`src/hw/rtl/olsd_pkg.sv`:
```
`default_nettype none

package olsd_pkg;

  localparam int SAMPLE_W      = 10;
  localparam int SAMPLE_FIELDS = 9;
  localparam int OP_W          = 2;
  localparam int MARGIN_W      = 10;
  localparam int RUNLEN_W      = 8;
  localparam int RUN_W         = 8;
  localparam int WIN_CNT_W     = 16;
  localparam int TX_W          = 8;
  localparam int PHASE_W       = 2;
  localparam int CFG_ADDR_W    = 1;
  localparam int CFG_DATA_W    = 10;
  localparam int IN_DATA_W     = 96;
  localparam int IN_USER_W     = 2;
  localparam int OUT_DATA_W    = 16;
  localparam int Q_DEPTH       = 4;

  localparam int CHANNELS_DEF    = 9;
  localparam int CAL_SWEEPS_DEF  = 100;
  localparam int SAMPLE_BITS_DEF = 10;

  localparam logic [OP_W-1:0] OP_SWEEP = 2'd0;
  localparam logic [OP_W-1:0] OP_TICK  = 2'd1;
  localparam logic [OP_W-1:0] OP_RECAL = 2'd2;

  localparam logic [PHASE_W-1:0] PH_CAL = 2'd0;
  localparam logic [PHASE_W-1:0] PH_MON = 2'd1;
  localparam logic [PHASE_W-1:0] PH_WIN = 2'd2;

  localparam logic [CFG_ADDR_W-1:0] REG_MARGIN     = 1'd0;
  localparam logic [CFG_ADDR_W-1:0] REG_RUN_LENGTH = 1'd1;

  localparam logic [MARGIN_W-1:0] MARGIN_RST = 10'd3;
  localparam logic [RUNLEN_W-1:0] RUNLEN_RST = 8'd200;

  localparam logic [TX_W-1:0] BYTE_START = 8'h55;
  localparam logic [TX_W-1:0] BYTE_LOST  = 8'h66;

  typedef struct packed {
    logic [OP_W-1:0]     op;
    logic [SAMPLE_W-1:0] avg;
  } item_t;

  typedef struct packed {
    logic                detect;
    logic                tx_valid;
    logic [TX_W-1:0]     tx_byte;
    logic                decision_valid;
    logic                locked;
    logic [PHASE_W-1:0]  phase;
  } result_t;

endpackage

`default_nettype wire

```
`src/hw/rtl/olsd_front.sv`:
```
`default_nettype none

module olsd_front #(
  parameter int CHANNELS    = olsd_pkg::CHANNELS_DEF,
  parameter int SAMPLE_BITS = olsd_pkg::SAMPLE_BITS_DEF
) (
  input  wire logic                           clk,
  input  wire logic                           rst_n,
  input  wire logic                           in_valid,
  output logic                                in_ready,
  input  wire logic [olsd_pkg::IN_DATA_W-1:0] in_data,
  input  wire logic [olsd_pkg::OP_W-1:0]      in_op,
  output logic                                push_valid,
  input  wire logic                           push_full,
  output olsd_pkg::item_t                     push_item
);

  localparam int SW     = olsd_pkg::SAMPLE_W;
  localparam int SUM_W  = SW + $clog2(CHANNELS);
  localparam int DIV_K  = SUM_W + $clog2(CHANNELS);
  localparam int PROD_W = SUM_W + DIV_K + 1;
  localparam logic [DIV_K:0] RECIP =
    (DIV_K + 1)'(((1 << DIV_K) + CHANNELS - 1) / CHANNELS);
  localparam logic [SW-1:0] SMASK =
    (SAMPLE_BITS >= SW) ? {SW{1'b1}} : SW'((1 << SAMPLE_BITS) - 1);

  logic                        s1_v_r, s1_v_nxt;
  logic [olsd_pkg::OP_W-1:0]   s1_op_r, s1_op_nxt;
  logic [SUM_W-1:0]            s1_sum_r, s1_sum_nxt;
  logic [SUM_W-1:0]            sum_c;
  logic [PROD_W-1:0]           prod_c;

  // sweep sum, channels past the configured count read as zero
  always_comb begin
    sum_c = '0;
    for (int c = 0; c < olsd_pkg::SAMPLE_FIELDS; c++) begin
      if (c < CHANNELS) begin
        sum_c = sum_c + SUM_W'(in_data[c*SW +: SW] & SMASK);
      end
    end
  end

  assign in_ready = !s1_v_r || !push_full;

  always_comb begin
    s1_v_nxt   = s1_v_r;
    s1_op_nxt  = s1_op_r;
    s1_sum_nxt = s1_sum_r;
    if (in_ready) begin
      s1_v_nxt = in_valid;
      if (in_valid) begin
        s1_op_nxt  = in_op;
        s1_sum_nxt = sum_c;
      end
    end
  end

  always_ff @(posedge clk) begin
    if (!rst_n) begin
      s1_v_r <= 1'b0;
    end else begin
      s1_v_r <= s1_v_nxt;
    end
    s1_op_r  <= s1_op_nxt;
    s1_sum_r <= s1_sum_nxt;
  end

  // exact divide by channel count through a rounded-up reciprocal
  assign prod_c         = PROD_W'(s1_sum_r) * PROD_W'(RECIP);
  assign push_valid     = s1_v_r;
  assign push_item.op   = s1_op_r;
  assign push_item.avg  = prod_c[DIV_K +: SW];

endmodule

`default_nettype wire

```
`src/hw/rtl/olsd_queue.sv`:
```
`default_nettype none

module olsd_queue #(
  parameter int DEPTH = olsd_pkg::Q_DEPTH
) (
  input  wire logic            clk,
  input  wire logic            rst_n,
  input  wire logic            push_valid,
  output logic                 push_full,
  input  wire olsd_pkg::item_t push_item,
  output logic                 q_valid,
  input  wire logic            q_pop,
  output olsd_pkg::item_t      q_item
);

  localparam int PTR_W = (DEPTH > 1) ? $clog2(DEPTH) : 1;
  localparam int CNT_W = $clog2(DEPTH + 1);

  olsd_pkg::item_t   mem_r [DEPTH];
  logic [PTR_W-1:0]  wr_ptr_r, wr_ptr_nxt;
  logic [PTR_W-1:0]  rd_ptr_r, rd_ptr_nxt;
  logic [CNT_W-1:0]  cnt_r, cnt_nxt;
  logic              push;

  assign push_full = (cnt_r == CNT_W'(DEPTH));
  assign q_valid   = (cnt_r != '0);
  assign q_item    = mem_r[rd_ptr_r];
  assign push      = push_valid && !push_full;

  always_comb begin
    wr_ptr_nxt = wr_ptr_r;
    rd_ptr_nxt = rd_ptr_r;
    cnt_nxt    = cnt_r;
    if (push) begin
      wr_ptr_nxt = (wr_ptr_r == PTR_W'(DEPTH - 1)) ? '0 : wr_ptr_r + 1'b1;
    end
    if (q_pop) begin
      rd_ptr_nxt = (rd_ptr_r == PTR_W'(DEPTH - 1)) ? '0 : rd_ptr_r + 1'b1;
    end
    if (push && !q_pop) begin
      cnt_nxt = cnt_r + 1'b1;
    end else if (!push && q_pop) begin
      cnt_nxt = cnt_r - 1'b1;
    end
  end

  always_ff @(posedge clk) begin
    if (!rst_n) begin
      wr_ptr_r <= '0;
      rd_ptr_r <= '0;
      cnt_r    <= '0;
    end else begin
      wr_ptr_r <= wr_ptr_nxt;
      rd_ptr_r <= rd_ptr_nxt;
      cnt_r    <= cnt_nxt;
    end
    if (push) begin
      mem_r[wr_ptr_r] <= push_item;
    end
  end

endmodule

`default_nettype wire

```
`src/hw/rtl/olsd_back.sv`:
```
`default_nettype none

module olsd_back #(
  parameter int CAL_SWEEPS = olsd_pkg::CAL_SWEEPS_DEF
) (
  input  wire logic                             clk,
  input  wire logic                             rst_n,
  input  wire logic                             cfg_we,
  input  wire logic [olsd_pkg::CFG_ADDR_W-1:0]  cfg_addr,
  input  wire logic [olsd_pkg::CFG_DATA_W-1:0]  cfg_wdata,
  input  wire logic                             q_valid,
  input  wire olsd_pkg::item_t                  q_item,
  output logic                                  q_pop,
  output logic                                  out_valid,
  input  wire logic                             out_ready,
  output olsd_pkg::result_t                     out_res
);

  localparam int SW      = olsd_pkg::SAMPLE_W;
  localparam int CIDX_W  = $clog2(CAL_SWEEPS + 1);
  localparam int CSUM_W  = SW + CIDX_W;
  localparam int CAL_K   = CSUM_W + CIDX_W;
  localparam int CPROD_W = CSUM_W + CAL_K + 1;
  localparam logic [CAL_K:0] CAL_RECIP =
    (CAL_K + 1)'(((1 << CAL_K) + CAL_SWEEPS - 1) / CAL_SWEEPS);
  localparam int THR_W   = SW + 2;

  logic [olsd_pkg::MARGIN_W-1:0]  margin_r, margin_nxt;
  logic [olsd_pkg::RUNLEN_W-1:0]  runlen_r, runlen_nxt;
  logic [olsd_pkg::PHASE_W-1:0]   phase_r, phase_nxt;
  logic [SW-1:0]                  amb_r, amb_nxt;
  logic [olsd_pkg::RUN_W-1:0]     run_r, run_nxt;
  logic [CIDX_W-1:0]              cidx_r, cidx_nxt;
  logic [CSUM_W-1:0]              csum_r, csum_nxt;
  logic [olsd_pkg::WIN_CNT_W-1:0] ones_r, ones_nxt;
  logic [olsd_pkg::WIN_CNT_W-1:0] zeros_r, zeros_nxt;
  logic                           lock_r, lock_nxt;
  logic                           amb_pend_r, amb_pend_nxt;
  logic [CSUM_W-1:0]              ctot_r, ctot_nxt;
  logic                           out_v_r, out_v_nxt;
  olsd_pkg::result_t              out_res_r, out_res_nxt;

  logic [THR_W-1:0]               thr;
  logic                           det;
  logic [CIDX_W-1:0]              cidx_inc;
  logic [CSUM_W-1:0]              csum_add;
  logic [olsd_pkg::RUN_W-1:0]     run_inc;
  logic [olsd_pkg::RUN_W-1:0]     run_tmp;
  logic [CPROD_W-1:0]             cprod;
  logic [SW-1:0]                  amb_div;
  olsd_pkg::result_t              res;

  assign thr      = {2'b00, amb_r} - {2'b00, margin_r};
  assign det      = $signed({2'b00, q_item.avg}) < $signed(thr);
  assign cidx_inc = cidx_r + 1'b1;
  assign csum_add = csum_r + CSUM_W'(q_item.avg);
  assign run_inc  = (run_r == '1) ? run_r : run_r + 1'b1;
  assign cprod    = CPROD_W'(ctot_r) * CPROD_W'(CAL_RECIP);
  assign amb_div  = cprod[CAL_K +: SW];

  // ambient divide takes the cycle after calibration ends
  assign q_pop     = q_valid && !amb_pend_r && (!out_v_r || out_ready);
  assign out_valid = out_v_r;
  assign out_res   = out_res_r;

  always_comb begin
    margin_nxt   = margin_r;
    runlen_nxt   = runlen_r;
    phase_nxt    = phase_r;
    amb_nxt      = amb_r;
    run_nxt      = run_r;
    cidx_nxt     = cidx_r;
    csum_nxt     = csum_r;
    ones_nxt     = ones_r;
    zeros_nxt    = zeros_r;
    lock_nxt     = lock_r;
    amb_pend_nxt = amb_pend_r;
    ctot_nxt     = ctot_r;
    out_res_nxt  = out_res_r;
    out_v_nxt    = out_v_r && !out_ready;
    run_tmp      = '0;
    res          = '0;

    if (amb_pend_r) begin
      amb_nxt      = amb_div;
      amb_pend_nxt = 1'b0;
    end

    if (cfg_we) begin
      case (cfg_addr)
        olsd_pkg::REG_MARGIN:     margin_nxt = cfg_wdata[olsd_pkg::MARGIN_W-1:0];
        olsd_pkg::REG_RUN_LENGTH: runlen_nxt = cfg_wdata[olsd_pkg::RUNLEN_W-1:0];
        default: ;
      endcase
    end

    if (q_pop) begin
      out_v_nxt = 1'b1;
      case (q_item.op)
        olsd_pkg::OP_RECAL: begin
          phase_nxt = olsd_pkg::PH_CAL;
          cidx_nxt  = '0;
          csum_nxt  = '0;
          run_nxt   = '0;
          ones_nxt  = '0;
          zeros_nxt = '0;
          lock_nxt  = 1'b0;
        end
        olsd_pkg::OP_SWEEP: begin
          case (phase_r)
            olsd_pkg::PH_CAL: begin
              csum_nxt = csum_add;
              cidx_nxt = cidx_inc;
              if (cidx_inc >= CIDX_W'(CAL_SWEEPS)) begin
                ctot_nxt     = csum_add;
                amb_pend_nxt = 1'b1;
                cidx_nxt     = '0;
                csum_nxt     = '0;
                run_nxt      = '0;
                phase_nxt    = olsd_pkg::PH_MON;
              end
            end
            olsd_pkg::PH_MON: begin
              res.detect = det;
              run_tmp    = det ? run_inc : '0;
              run_nxt    = run_tmp;
              if (run_tmp > runlen_r) begin
                res.tx_valid = 1'b1;
                res.tx_byte  = olsd_pkg::BYTE_START;
                ones_nxt     = '0;
                zeros_nxt    = '0;
                run_nxt      = '0;
                phase_nxt    = olsd_pkg::PH_WIN;
              end
            end
            olsd_pkg::PH_WIN: begin
              res.detect = det;
              if (det) begin
                if (ones_r != '1) ones_nxt = ones_r + 1'b1;
              end else begin
                if (zeros_r != '1) zeros_nxt = zeros_r + 1'b1;
              end
            end
            default: ;
          endcase
        end
        olsd_pkg::OP_TICK: begin
          if (phase_r == olsd_pkg::PH_WIN) begin
            res.decision_valid = 1'b1;
            lock_nxt           = (ones_r >= zeros_r);
            if (ones_r < zeros_r) begin
              res.tx_valid = 1'b1;
              res.tx_byte  = olsd_pkg::BYTE_LOST;
            end
            run_nxt   = '0;
            phase_nxt = olsd_pkg::PH_MON;
          end
        end
        default: ;
      endcase
      res.locked  = lock_nxt;
      res.phase   = phase_nxt;
      out_res_nxt = res;
    end
  end

  always_ff @(posedge clk) begin
    if (!rst_n) begin
      margin_r   <= olsd_pkg::MARGIN_RST;
      runlen_r   <= olsd_pkg::RUNLEN_RST;
      phase_r    <= olsd_pkg::PH_CAL;
      amb_r      <= '0;
      run_r      <= '0;
      cidx_r     <= '0;
      csum_r     <= '0;
      ones_r     <= '0;
      zeros_r    <= '0;
      lock_r     <= 1'b0;
      amb_pend_r <= 1'b0;
      out_v_r    <= 1'b0;
    end else begin
      margin_r   <= margin_nxt;
      runlen_r   <= runlen_nxt;
      phase_r    <= phase_nxt;
      amb_r      <= amb_nxt;
      run_r      <= run_nxt;
      cidx_r     <= cidx_nxt;
      csum_r     <= csum_nxt;
      ones_r     <= ones_nxt;
      zeros_r    <= zeros_nxt;
      lock_r     <= lock_nxt;
      amb_pend_r <= amb_pend_nxt;
      out_v_r    <= out_v_nxt;
    end
    ctot_r    <= ctot_nxt;
    out_res_r <= out_res_nxt;
  end

  a_pend_one_cycle: assert property (@(posedge clk) disable iff (!rst_n)
    amb_pend_r |=> !amb_pend_r)
    else $error("ambient divide pending for more than one cycle");

  a_pend_in_mon: assert property (@(posedge clk) disable iff (!rst_n)
    amb_pend_r |-> (phase_r == olsd_pkg::PH_MON))
    else $error("ambient divide pending outside monitoring");

  a_start_opens_win: assert property (@(posedge clk) disable iff (!rst_n)
    (q_pop && out_res_nxt.tx_valid && (out_res_nxt.tx_byte == olsd_pkg::BYTE_START))
    |=> (phase_r == olsd_pkg::PH_WIN) && (run_r == '0))
    else $error("start byte without window");

  a_tick_closes_win: assert property (@(posedge clk) disable iff (!rst_n)
    (q_pop && (q_item.op == olsd_pkg::OP_TICK) && (phase_r == olsd_pkg::PH_WIN))
    |=> (phase_r == olsd_pkg::PH_MON) && out_v_r && out_res_r.decision_valid)
    else $error("tick did not close window");

endmodule

`default_nettype wire

```
`src/hw/rtl/optical_link_start_detector.sv`:
```
// channel  direction  handshake            payload
// in_      slave      in_tvalid/in_tready   tdata: nine samples, tuser: operation
// out_     master     out_tvalid/out_tready tdata: one result per transaction
// cfg_     write      cfg_we                cfg_addr 0 margin, 1 run_length
//
// one transaction per cycle while the back end runs; result via sum stage, queue, output register
// after the last calibration sweep the back end pauses for the ambient divide
// synchronous active-low reset; margin 3, run_length 200, phase calibrating
// a four-entry queue between front and back; in_tready drops when it and the sum stage are full
// out_tready low with a result held keeps the output register and stops the back end
`default_nettype none

module optical_link_start_detector #(
  parameter int CHANNELS    = olsd_pkg::CHANNELS_DEF,
  parameter int CAL_SWEEPS  = olsd_pkg::CAL_SWEEPS_DEF,
  parameter int SAMPLE_BITS = olsd_pkg::SAMPLE_BITS_DEF
) (
  input  wire logic                             clk,
  input  wire logic                             rst_n,
  input  wire logic                             in_tvalid,
  output logic                                  in_tready,
  // sample_0 .. sample_8, 10 bits each, zero padded
  input  wire logic [olsd_pkg::IN_DATA_W-1:0]   in_tdata,
  // operation
  input  wire logic [olsd_pkg::IN_USER_W-1:0]   in_tuser,
  output logic                                  out_tvalid,
  input  wire logic                             out_tready,
  // detect, tx_valid, tx_byte, decision_valid, locked, phase, zero padded
  output logic [olsd_pkg::OUT_DATA_W-1:0]       out_tdata,
  input  wire logic                             cfg_we,
  input  wire logic [olsd_pkg::CFG_ADDR_W-1:0]  cfg_addr,
  input  wire logic [olsd_pkg::CFG_DATA_W-1:0]  cfg_wdata
);

  logic              push_valid;
  logic              push_full;
  olsd_pkg::item_t   push_item;
  logic              q_valid;
  logic              q_pop;
  olsd_pkg::item_t   q_item;
  olsd_pkg::result_t res;

  olsd_front #(
    .CHANNELS    (CHANNELS),
    .SAMPLE_BITS (SAMPLE_BITS)
  ) u_front (
    .clk        (clk),
    .rst_n      (rst_n),
    .in_valid   (in_tvalid),
    .in_ready   (in_tready),
    .in_data    (in_tdata),
    .in_op      (in_tuser[olsd_pkg::OP_W-1:0]),
    .push_valid (push_valid),
    .push_full  (push_full),
    .push_item  (push_item)
  );

  olsd_queue #(
    .DEPTH (olsd_pkg::Q_DEPTH)
  ) u_queue (
    .clk        (clk),
    .rst_n      (rst_n),
    .push_valid (push_valid),
    .push_full  (push_full),
    .push_item  (push_item),
    .q_valid    (q_valid),
    .q_pop      (q_pop),
    .q_item     (q_item)
  );

  olsd_back #(
    .CAL_SWEEPS (CAL_SWEEPS)
  ) u_back (
    .clk       (clk),
    .rst_n     (rst_n),
    .cfg_we    (cfg_we),
    .cfg_addr  (cfg_addr),
    .cfg_wdata (cfg_wdata),
    .q_valid   (q_valid),
    .q_item    (q_item),
    .q_pop     (q_pop),
    .out_valid (out_tvalid),
    .out_ready (out_tready),
    .out_res   (res)
  );

  assign out_tdata = {2'b00, res.phase, res.locked, res.decision_valid,
                      res.tx_byte, res.tx_valid, res.detect};

endmodule

`default_nettype wire

```
`config.mk`:
```
export PLATFORM = sky130hd
export DESIGN_NAME = optical_link_start_detector
export DESIGN_NICKNAME = d
export VERILOG_FILES = /design/src/hw/rtl/olsd_pkg.sv /design/src/hw/rtl/olsd_front.sv /design/src/hw/rtl/olsd_queue.sv /design/src/hw/rtl/olsd_back.sv /design/src/hw/rtl/optical_link_start_detector.sv
export SDC_FILE = /design/constraint.sdc
export NUM_CORES = 1
export LEC_CHECK = 0
export BUFFER_PORTS_ARGS = -buffer_cell sky130_fd_sc_hd__buf_2
export CAP_MARGIN = 40
export CORE_MARGIN = 5
export CORE_UTILIZATION = 29
export CTS_CLUSTER_SIZE = 40
export DETAILED_ROUTE_END_ITERATION = 10
export SYNTH_ARGS = -nofsm -noshare
export SYNTH_HDL_FRONTEND = slang
export SYNTH_SLANG_ARGS = --single-unit
```
`constraint.sdc`:
```
create_clock -name clk -period 11 [get_ports clk]
set_input_delay 0.55 -clock clk [delete_from_list [all_inputs] [get_ports clk]]
set_output_delay 0.55 -clock clk [all_outputs]
set_load 0.01 [all_outputs]
```
; Word-level counts from Yosys, hierarchy flattened
; Memories as Yosys holds them, arrays and structs flattened. A register that Yosys moved wholly into a read port is not among the register bits.
; Cells that the tools add are included.
[totals]
regBits = 152
ramBits = 48
input_bits = 114
output_inout_bits = 18
wordCells = 148
memories = 1
[classes]
addsub = 18
multipliers = 2
order_cmp = 5
n_eq_ne = 20
n_mux = 44
bitwise = 1
reduce_logical = 32
[memory_table]
columns = memory, depth, word_bits, rd, rd_ports_with_merged_regs, write_ports, line
row1 = u_queue.mem_r, 4, 12, 1, 1, 1, olsd_queue.sv:19  ; olsd_pkg::item_t mem_r [DEPTH];
[op_table]
columns = op, n
row1 = case mux 16 bit (2 select lines), 4
row2 = adder 14 x 10 -> 14 bit, 7
row3 = 2-to-1 mux 16 bit, 5
row4 = 2-to-1 mux 8 bit, 5
row5 = multiplier 17 x 18 -> 34 bit (second input constant), 1
row6 = 2-to-1 mux 17 bit, 2
row7 = case mux 17 bit (2 select lines), 1
row8 = adder 16 x 1 -> 16 bit (second input constant), 2
row9 = != test 16 bit (second input constant), 2
row10 = 2-to-1 mux 9 bit, 3
row11 = multiplier 14 x 12 -> 25 bit (second input constant), 1
row12 = case mux 8 bit (3 select lines), 1
row13 = != test 3 x 2 -> 1 bit (second input constant), 6
row14 = case mux 9 bit (2 select lines), 1
row15 = adder 17 x 10 -> 17 bit, 1
row16 = >= comparator 16 bit, 1
row17 = less-than comparator 16 bit, 1
row18 = case mux 8 bit (2 select lines), 1
row19 = 2-to-1 mux 2 bit, 7
row20 = 2-to-1 mux 7 bit, 2
row21 = case mux 7 bit (2 select lines), 1
row22 = less-than comparator 11 x 12 -> 1 bit, 1
row23 = AND reduction 6 bit, 2
row24 = adder 10 x 10 -> 11 bit, 1
row25 = 33 further kinds, 63

; Longest topological paths before layout
[logic_depth]
depth_word = 8
depth_mapped = 27
depth_no_buf = 26

; Modules after synthesis
; Synthesis repeated with hierarchy kept, for this count alone.
[hier_totals]
cells_unflattened = 1983
area_unflattened_um2 = 19774.0
[modules_own_cells]
columns = mod, instances, cells_each, area_each_um2, seq_area_each_um2
row1 = olsd_back, 1, 1351, 12290.5, 2692.6
row2 = olsd_front, 1, 518, 5247.5, 500.5
row3 = olsd_queue, 1, 111, 2217.1, 1621.6
row4 = optical_link_start_detector, 1, 3, 18.8, 0.0

; Worst setup path before layout
; OpenSTA, ideal clock, no wires.
[synth_timing]
path_type = register -> register
from = reg u_back.ctot_r[15]
to = reg u_back.amb_r[6]
setup_time_ns = 0.120
t_arrival_ns = 5.942
required_ns = 10.880
slack_ns = 4.938
path_stages_with_launch = 20
n_path_buf = 0
period_less_slack_ns = 6.062
path_cell_list = edfxtp_1 > fa_1 > inv_1 > fa_1 > inv_1 > fa_1 > inv_1 > fa_1 > inv_1 > fa_1 > fa_1 > ha_1 > and3_1 > a221o_1 > nor2_1 > nand4bb_1 > a2111oi_0 > o31ai_1 > xnor2_1 > o21ai_1
[synth_between]
elab_chain_len = 1
[synth_lines]
columns = element, line
row1 = start: declaration, olsd_back.sv:39  ; logic [CSUM_W-1:0] ctot_r, ctot_nxt;
row2 = start signal: assignment, olsd_back.sv:195  ; ctot_r <= ctot_nxt;
row3 = multiplier 17 x 18 -> 34 bit, olsd_back.sv:58  ; assign cprod = CPROD_W'(ctot_r) * CPROD_W'(CAL_RECIP);
row4 = end signal: assignment, olsd_back.sv:185  ; amb_r <= amb_nxt;
row5 = end: declaration, olsd_back.sv:31  ; logic [SW-1:0] amb_r, amb_nxt;
; No other way between the ends.
; A chain may end at the register's enable or synchronous reset.

; Worst setup path in the final report
[layout_timing]
from = reg u_back.ctot_r[15]
to = reg u_back.amb_r[7]
; Same word-level chain as after synthesis.

==> flow_summary.yaml <==
outcome:
  status: "finished, final reports clean"
final_layout:
  final_core_util: 0.3240
  regArea_sq_um: 4815
  drive_gt1_frac: 0.09285
  area_delta_synth_final_pct: 11.19
  nets: 2673
  n_antenna_cell: 0
  multi_input_area_sq_um: 13040
  fill_cells: 6763
setup_path:
  critical_path.most_common_cell: "fa_1"
  crit_cells: 20
  worst-path-buf-inv: 5
  cp_top_family: "adder cells"
  max_stage_delay_ns: 0.61
  reg2reg_slack_ns: 4.39
  critPathKind: "reg -> reg"
  end_kind: "register"
  regToRegStartpoint: "u_back.ctot_r[15]"
  start_kind: "register"
  rr_endpoint: "u_back.amb_r[7]"
  crit_chain: "fa_1, inv_1, fa_1, inv_1, fa_1, inv_1, fa_1, inv_1, fa_1, fa_1, ha_1, and3_1, a221o_1, nor2_1, nand4bb_1, a2111oi_0, buf_1, o31ai_1, xnor2_1, o21ai_1"
  cp.required_ns: 11.32
  crit_path_start: "u_back.ctot_r[15]"
  r2r_cells: 20
  slowest_stage: "fa_1"
  critPathCapture: "u_back.amb_r[7]"
  critical_path_arrival_ns: 6.93
  path_max_fanout: 8
routing:
  detail_route.wl_per_cell_um: 13.88
  drt-initial-drc-count: 502
  drc_errors: 0
  totalWireLength_mm: 40.66
  vias: 13619
  ant_nets: 0
  via_per_inst: 4.648
  dr.pass1.iters: 5
timing:
  setup_viol: 0
  layout_setup_ws_ns: 4.394
  rsz0062_at_grt: "no"
  period_minus_slack_ns: 6.606
  fmax_mhz: 151.4
  relSlewSlack: 0.4936
  drv_slew: 0
  period_share: 0.6005
  finalClockSkew_ns: 0.01394
  finalHoldViolCount: 0
  worst_slew_pin_slew_ns: 0.7596
  fin_tns_setup_ns: 0
global_routing:
  grt_max_degree: 78
  track_usage: 0.1120
  grt_pass1_vias: 14604
  grt_overflow: 0
  grt_pass1_wl_mm: 69.29
  antenna_found_initial: 1
synth:
  syn_area_per_cell_sq_um: 10.12
  syn_inst: 1927
  ys_ff_latch: 196
  syn_area_sq_um: 19500
  yosysWarnings: 0
  synth_ff_type: "dfxtp_1"
  synth_cell_types: 76
  async_flop_share: 0
  synth-edff-count: 89
  ys_seq_area_frac: 0.2469
clock_network:
  cts_buffers: 17
  root_buffer: "clkbuf_16"
  clk_latency_ns: 0.44
  cts_setup_buffers: 0
  tritoncts: "done"
  postCtsHoldBufs: 0
  cts_sinks: 196
  clock_path_buffers: 2
  clkTransAtPathRegs_ns: 0.07
  cts-resized-gates: 0
  h-tree-depth: 4
floorplan:
  num_rows: 95
  die_area_sq_um: 72530
  fp.dieW_um: 269.3
  die_h_um: 269.3
  core-area_sq_um: 66920
  start_util: 0.2914
  ios: 132
place:
  pre_cts_slack_ns: 4.460
  portBuffers: 121
  hpwl_mm: 34.33
  gp_congestion: 0.8766
min_path:
  hp-class: "in -> reg"
job:
  maxCapViolCount: 0
## worst min-delay path by stage
stage	start	end	cells after the start	slack [ns]
6_report	in_tuser[0]	u_front.s1_op_r[0]	1	0.29
5_1_grt	in_tuser[0]	u_front.s1_op_r[0]	1	0.26
4_1_cts	in_tuser[0]	u_front.s1_op_r[0]	1	0.26
3_5_place_dp	u_back.zeros_r[11]	u_back.zeros_r[11]	2	0.46
3_3_place_gp	u_back.zeros_r[10]	u_back.zeros_r[10]	2	0.45
2_1_floorplan	u_back.amb_r[6]	u_back.amb_r[6]	2	0.43
## kinds of logic after synthesis
kind of cell    after synthesis  share of synthesized area
fa+ha+maj                   515                     0.4109
buf+inv                     436                    0.08566
simple gates                371                    0.09663
compound gates              322                     0.1120
flops                       196                     0.2469
xor+xnor                     64                    0.02875
mux                          22                    0.01899
other cells                   1                  0.0001923
## state kept, by name, indices dropped and copies added (netlist names), 8 cells and up, named ones only
register / count
u_back.csum_r: 17
u_front.s1_sum_r: 14
u_back.out_res: 8
u_back.run_r: 8
u_back.margin_r: 10
u_back.amb_r: 10
u_back.ctot_r: 17
u_back.ones_r: 16
u_back.zeros_r: 16
u_queue.mem_r: 48
u_back.runlen_r: 8
## cells in the mapped netlist, types with 23 or more instances
library cell  instances  area share
clkbuf_1             25      0.0048
nor3_1               29      0.0074
o21ai_0              49       0.013
xnor2_1              40       0.018
xor2_1               24       0.011
a21oi_1              75       0.019
a21o_1               23      0.0089
fa_1                209        0.21
inv_1               400       0.077
nand2_1             106       0.020
ha_1                306        0.20
nand3_1              40       0.010
edfxtp_1             89        0.14
nor2_1               56       0.011
nor2b_1              30      0.0096
dfxtp_1             107        0.11
## layout make-up
cell class | count | area share
repair buffers | 130 | 0.03139
clock inverters | 13 | 0.005482
well taps | 873 | 0.05038
multi-input cells | 1298 | 0.6013
inverters | 401 | 0.06942
flip-flops and latches | 196 | 0.2221
clock buffers | 19 | 0.01997
## metrics by stage
stage | hold slack (ns) | instances | instance area (sq um)
after floorplan | 0.4297 | 1930 | 19510
after global placement | 0.4454 | 2895 | 21100
after detailed placement | 0.4593 | 2898 | 21130
after CTS | 0.2650 | 2930 | 21680
after global routing | 0.2623 | 2930 | 21680
final | 0.2873 | 2930 | 21680
## per-layer routing
metal	track usage	wire length [um]
met5	0	13
met4	0.02561	619
met3	0.01600	1477
met2	0.1965	19660
met1	0.1472	18890
## placed cells by master (no fill, tap or decap), types with 6 or more instances in the layout
cell,netlist,layout
inv_1,400,400
ha_1,306,306
fa_1,209,209
buf_2,0,121
dfxtp_1,107,107
nand2_1,106,106
edfxtp_1,89,89
a21oi_1,75,75
nor2_1,56,56
o21ai_0,49,49
nand3_1,40,40
xnor2_1,40,40
nor2b_1,30,30
nor3_1,29,29
xor2_1,24,24
a21o_1,23,23
a21boi_0,22,22
or3_1,20,20
and2_1,20,20
o21a_1,18,18
clkbuf_16,0,17
o211ai_1,15,15
nand4_1,13,13
nand2b_1,12,12
mux4_2,12,12
a22oi_1,11,11
a31oi_1,12,11
o21ai_1,11,11
and3_1,10,10
mux2i_1,10,10
o21bai_1,9,9
a211oi_1,10,9
o2111ai_1,8,8
nor4_1,8,8
a22o_1,8,8
o31ai_1,7,7
buf_4,9,6
Power is left out: the tool's default activity adds up to more than one toggle a clock period on the data nets, which glitch-free logic cannot reach.
